[src/rtl/mds_pkg.sv]
// Shared constants, codes and item types for the multi-deque store.
package mds_pkg;

    localparam int NUM_DEQUES = 16;
    localparam int DEPTH      = 64;

    localparam int ID_W      = (NUM_DEQUES > 1) ? $clog2(NUM_DEQUES) : 1;
    localparam int SLOT_W    = $clog2(DEPTH);
    localparam int SUM_W     = SLOT_W + 1;
    localparam int CNT_W     = $clog2(DEPTH + 1);
    localparam int NF_W      = $clog2(NUM_DEQUES + 1);
    localparam int ADDR_W    = ID_W + SLOT_W;
    localparam int MEM_DEPTH = NUM_DEQUES * (2 ** SLOT_W);

    localparam int OPC_W  = 3;
    localparam int DID_W  = 4;
    localparam int VAL_W  = 64;
    localparam int STAT_W = 3;

    localparam logic [OPC_W-1:0] OP_CREATE     = 3'd0;
    localparam logic [OPC_W-1:0] OP_COPY       = 3'd1;
    localparam logic [OPC_W-1:0] OP_PUSH_FRONT = 3'd2;
    localparam logic [OPC_W-1:0] OP_PUSH_BACK  = 3'd3;
    localparam logic [OPC_W-1:0] OP_POP_FRONT  = 3'd4;
    localparam logic [OPC_W-1:0] OP_POP_BACK   = 3'd5;

    localparam logic [STAT_W-1:0] STAT_OK     = 3'd0;
    localparam logic [STAT_W-1:0] STAT_BAD_ID = 3'd1;
    localparam logic [STAT_W-1:0] STAT_NO_ID  = 3'd2;
    localparam logic [STAT_W-1:0] STAT_FULL   = 3'd3;
    localparam logic [STAT_W-1:0] STAT_EMPTY  = 3'd4;

    typedef struct packed {
        logic [OPC_W-1:0] opcode;
        logic [DID_W-1:0] deque_id;
        logic [VAL_W-1:0] push_value;
    } in_item_t;

    typedef struct packed {
        logic [STAT_W-1:0] status;
        logic [VAL_W-1:0]  pop_value;
        logic [DID_W-1:0]  new_id;
        logic              now_empty;
    } out_item_t;

    typedef struct packed {
        logic [SLOT_W-1:0] head;
        logic [CNT_W-1:0]  count;
    } dir_entry_t;

endpackage

[src/rtl/mds_slot_unit.sv]
// Shared ring-slot adder: slot = (base + off) wrapped once at DEPTH.
module mds_slot_unit (
    input  logic [mds_pkg::SLOT_W-1:0] base,
    input  logic [mds_pkg::SUM_W-1:0]  off,
    output logic [mds_pkg::SLOT_W-1:0] slot
);
    import mds_pkg::*;

    logic [SUM_W-1:0] sum;
    logic [SUM_W-1:0] wrapped;

    assign sum     = SUM_W'(base) + off;
    assign wrapped = sum - SUM_W'(DEPTH);

    // base < DEPTH and off < DEPTH keep the sum below twice DEPTH
    assign slot = (sum >= SUM_W'(DEPTH)) ? wrapped[SLOT_W-1:0] : sum[SLOT_W-1:0];

endmodule

[config.mk]
export PLATFORM = sky130hd
export DESIGN_NAME = mds_slot_unit
export DESIGN_NICKNAME = d
export VERILOG_FILES = /design/src/rtl/mds_pkg.sv /design/src/rtl/mds_slot_unit.sv
export SDC_FILE = /design/constraint.sdc
export NUM_CORES = 1
export LEC_CHECK = 0
export ABC_AREA = 1
export BUFFER_PORTS_ARGS = -buffer_cell sky130_fd_sc_hd__buf_4
export CAP_MARGIN = 20
export CORE_AREA = 2 2 39 41
export DETAILED_ROUTE_END_ITERATION = 10
export DIE_AREA = 0 0 41 43
export MAX_ROUTING_LAYER = met4
export PLACE_DENSITY_LB_ADDON = 0.05
export SLEW_MARGIN = 20
export SYNTH_ARGS = -nofsm -noshare
export SYNTH_HDL_FRONTEND = slang
export SYNTH_SLANG_ARGS = --single-unit
export TNS_END_PERCENT = 10
[constraint.sdc]
create_clock -name vclk -period 2
set_clock_uncertainty 0.15 [all_clocks]
set_input_delay 0.1 -clock vclk [all_inputs]
set_output_delay 0.1 -clock vclk [all_outputs]
set_load 0.005 [all_outputs]
==> reports/results.txt <==
The run finished with clean final reports. The tools report the final-report hold violation count as 0. The initial DRC count is 4, and the post-route minimum period is 1.52 ns. For the count of nets left with antenna violations after detail routing, the log shows 0. The total overflow left after global routing is 0. The worst hold path begins at off[0].

Setup violations remaining at the end of the flow were counted as 0. After detailed routing, the wire length on met1 is 221 um. In the synthesized netlist, the number of instances is 29. The final standard cell area without fillers came out at 365 um^2. Element type at the critical path start: a primary input. For this design, the CTS-stage hold fixing added 0 buffers.

For the residual DRC count, the log shows 0. The mux share of post-synthesis cell area was 0; the number of gates given a new drive strength after cts was 0. The run gives 475 um as the HPWL reported at the end of detailed placement. 19 I/O pins were placed.

At the pin with the least slew margin, the transition time is 0.165 ns. The final weighted congestion of routability-driven global placement was 0.628; the post-synthesis compound-gate area fraction was 0.0476. The routed length on met2 came out at 243 um. The total wire length was 514 um; the starting density of the core was 0.152. The routed layout has 241 vias. The worst setup path is captured at an output pin. The number of clock buffers in the layout is 0. Synthesis instantiated 13 different standard cells from the library. The final cell utilization of the core is 0.264. The first global-routing pass estimated 890 um of wire. The critical path is of the in2out type. The setup slack at placement was 0.476 ns; the number of diodes added for antenna fixing was 0. The area fraction in and, or, nand and nor cells after synthesis works out to 0.286. The tools report the global-route usage over all layers as 0.0666. Post-synthesis to final-layout area growth: 73.8%.

In this run the top signal layer used is met3. Post-synthesis average cell area: 7.25 um^2. The logs give 0 for the post-CTS setup buffer count and 0.000206 uW for the static leakage.

The logs give 225 for the number of global-route vias before repair and 2 for the number of iterations in the first detailed-routing pass. Derived from the worst setup path, the maximum achievable clock frequency is 659 MHz. The floorplan step defined a core boundary enclosing 1380 um^2. The tools report the worst hold endpoint as slot[0].

The run gives 0 as the part of the Yosys area used for sequential elements. The routed length on met3 is 49 um, and the synthesized net count is 48. Main combinational cell family by area after synthesis: adder cells.

The tools report the initial antenna violation count as 0. The die outline area was 1760 um^2; the x dimension of the die was 41 um. Across all hold checks on the routed design, the worst slack comes to 0.331 ns. The power density over the cells is 297 nW/um^2, and the post-synthesis instance area is 210 um^2.

The xor/xnor cell area share of the yosys netlist is 0.202, and the count of standard-cell rows is 14. Post-route fraction of the period consumed by the critical path: 0.759. For this run, the number of Yosys warnings is 0. The arrival time of data at the critical path endpoint came out at 1.27 ns. Setup repair after global routing left no endpoint under its margin. Sequential cell area: 0 um^2. The tool flagged a number of max-cap violations equal to 0.

The per-cell routed wire length was 8.16 um; the number of max-slew violations in the final report was 0. The number of buffers inserted by port buffering came out at 18. The tools report the sum of negative setup slack as 0 ns.

Once placement finished, the instance area stood at 365 um^2. The vertical die dimension is 43 um, and the number of flip-flops and latches is 0. STA puts the critical path data required time at 1.75 ns.

The instance count along the most critical hold path is 3. The tools report the count of filler cells inserted in the layout as 158. Once routing completed, OpenROAD measured the worst setup slack at 0.483 ns.

The share of post-route cells with drive strength above 1 works out to 0.447. Of all nets on the critical path, the largest fanout is 2. The adder-cell share of the synthesized area was 0.393; the largest net degree at the start of global routing was 5.

Using the TritonRoute via totals, the vias-per-cell ratio works out to 3.83. The final layout contains 68 nets. The run gives 0.0835 mV as the peak supply drop. The relative slew slack is 0.890.

The path class of the tightest hold or removal check is in2out.
[critical path, stage by stage]
cell                      delay (ns)
sky130_fd_sc_hd__buf_4          0.11
sky130_fd_sc_hd__ha_1           0.21
sky130_fd_sc_hd__fa_1           0.41
sky130_fd_sc_hd__nand3_1        0.10
sky130_fd_sc_hd__nand2_1        0.06
sky130_fd_sc_hd__xor2_1         0.14
sky130_fd_sc_hd__buf_4          0.13
[synth_stat cells]
library cell | n | area (um^2)
sky130_fd_sc_hd__a21oi_1 | 2 | 10.0
sky130_fd_sc_hd__clkinv_1 | 1 | 3.75
sky130_fd_sc_hd__fa_1 | 1 | 20.0
sky130_fd_sc_hd__ha_1 | 5 | 62.6
sky130_fd_sc_hd__inv_1 | 3 | 11.3
sky130_fd_sc_hd__nand2_1 | 8 | 30.0
sky130_fd_sc_hd__nand2_2 | 1 | 6.26
sky130_fd_sc_hd__nand3_1 | 2 | 10.0
sky130_fd_sc_hd__nand3_2 | 1 | 10.0
sky130_fd_sc_hd__nor2_1 | 1 | 3.75
sky130_fd_sc_hd__xnor2_1 | 1 | 8.76
sky130_fd_sc_hd__xnor2_2 | 1 | 16.3
sky130_fd_sc_hd__xor2_1 | 2 | 17.5
[layer usage]
layer,track usage,vias to the layer above
met3,0,0
met2,0.116,12
met5,-,-
li1,-,129
met4,0,0
met1,0.0889,100
[power by group]
part	switching (uW)	internal, uW
Combinational	44.4	64.2
Clock	0	0
Sequential	0	0
Total	44.4	64.2
[worst max-delay path by stage]
stage               startpoint  cells past startpoint       to  slack [ns]
global placement       base[0]                      7  slot[4]        0.47
global route           base[0]                      7  slot[4]        0.41
floorplan              base[0]                      5  slot[4]        0.76
detailed placement     base[0]                      7  slot[4]        0.48
finish                 base[0]                      7  slot[4]        0.48
CTS                    base[0]                      7  slot[4]        0.47
[cell usage in the layout, fill, tap and decap left out]
| master | netlist | final |
|---|---|---|
| sky130_fd_sc_hd__ha_1 | 5 | 5 |
| sky130_fd_sc_hd__nand2_1 | 8 | 8 |
| sky130_fd_sc_hd__clkinv_1 | 1 | 1 |
| sky130_fd_sc_hd__xnor2_1 | 1 | 1 |
| sky130_fd_sc_hd__nand3_1 | 2 | 2 |
| sky130_fd_sc_hd__nand2_2 | 1 | 1 |
| sky130_fd_sc_hd__inv_1 | 3 | 3 |
| sky130_fd_sc_hd__a21oi_1 | 2 | 2 |
| sky130_fd_sc_hd__xor2_1 | 2 | 2 |
| sky130_fd_sc_hd__nand3_2 | 1 | 1 |
| sky130_fd_sc_hd__fa_1 | 1 | 1 |
| sky130_fd_sc_hd__nor2_1 | 1 | 1 |
| sky130_fd_sc_hd__buf_4 | 0 | 18 |
| sky130_fd_sc_hd__xnor2_2 | 1 | 1 |
[per-stage QoR]
stage               cells  total power (uW)
global route           63               122
global placement       63               109
finish                 63               109
floorplan              29              52.3
CTS                    63               111
detailed placement     63               110
[layout make-up]
cell class | instances | area (um^2) | share of cell area
Multi-Input combinational cell | 25 | 195 | 0.534
Tap cell | 16 | 20.0 | 0.0548
Inverter | 4 | 15.0 | 0.0411
Timing Repair Buffer | 18 | 135 | 0.370
[cell families (layout without fill, tap and decap cells)]
logic type | count (synthesis) | after routing
adders and majority gates | 6 | 6
xor gates and xnor gates | 4 | 4
buffers and inverters | 4 | 22
AOI/OAI and AO/OA | 2 | 2
and+or+nand+nor | 13 | 13
(Power assumes the default switching activity.)
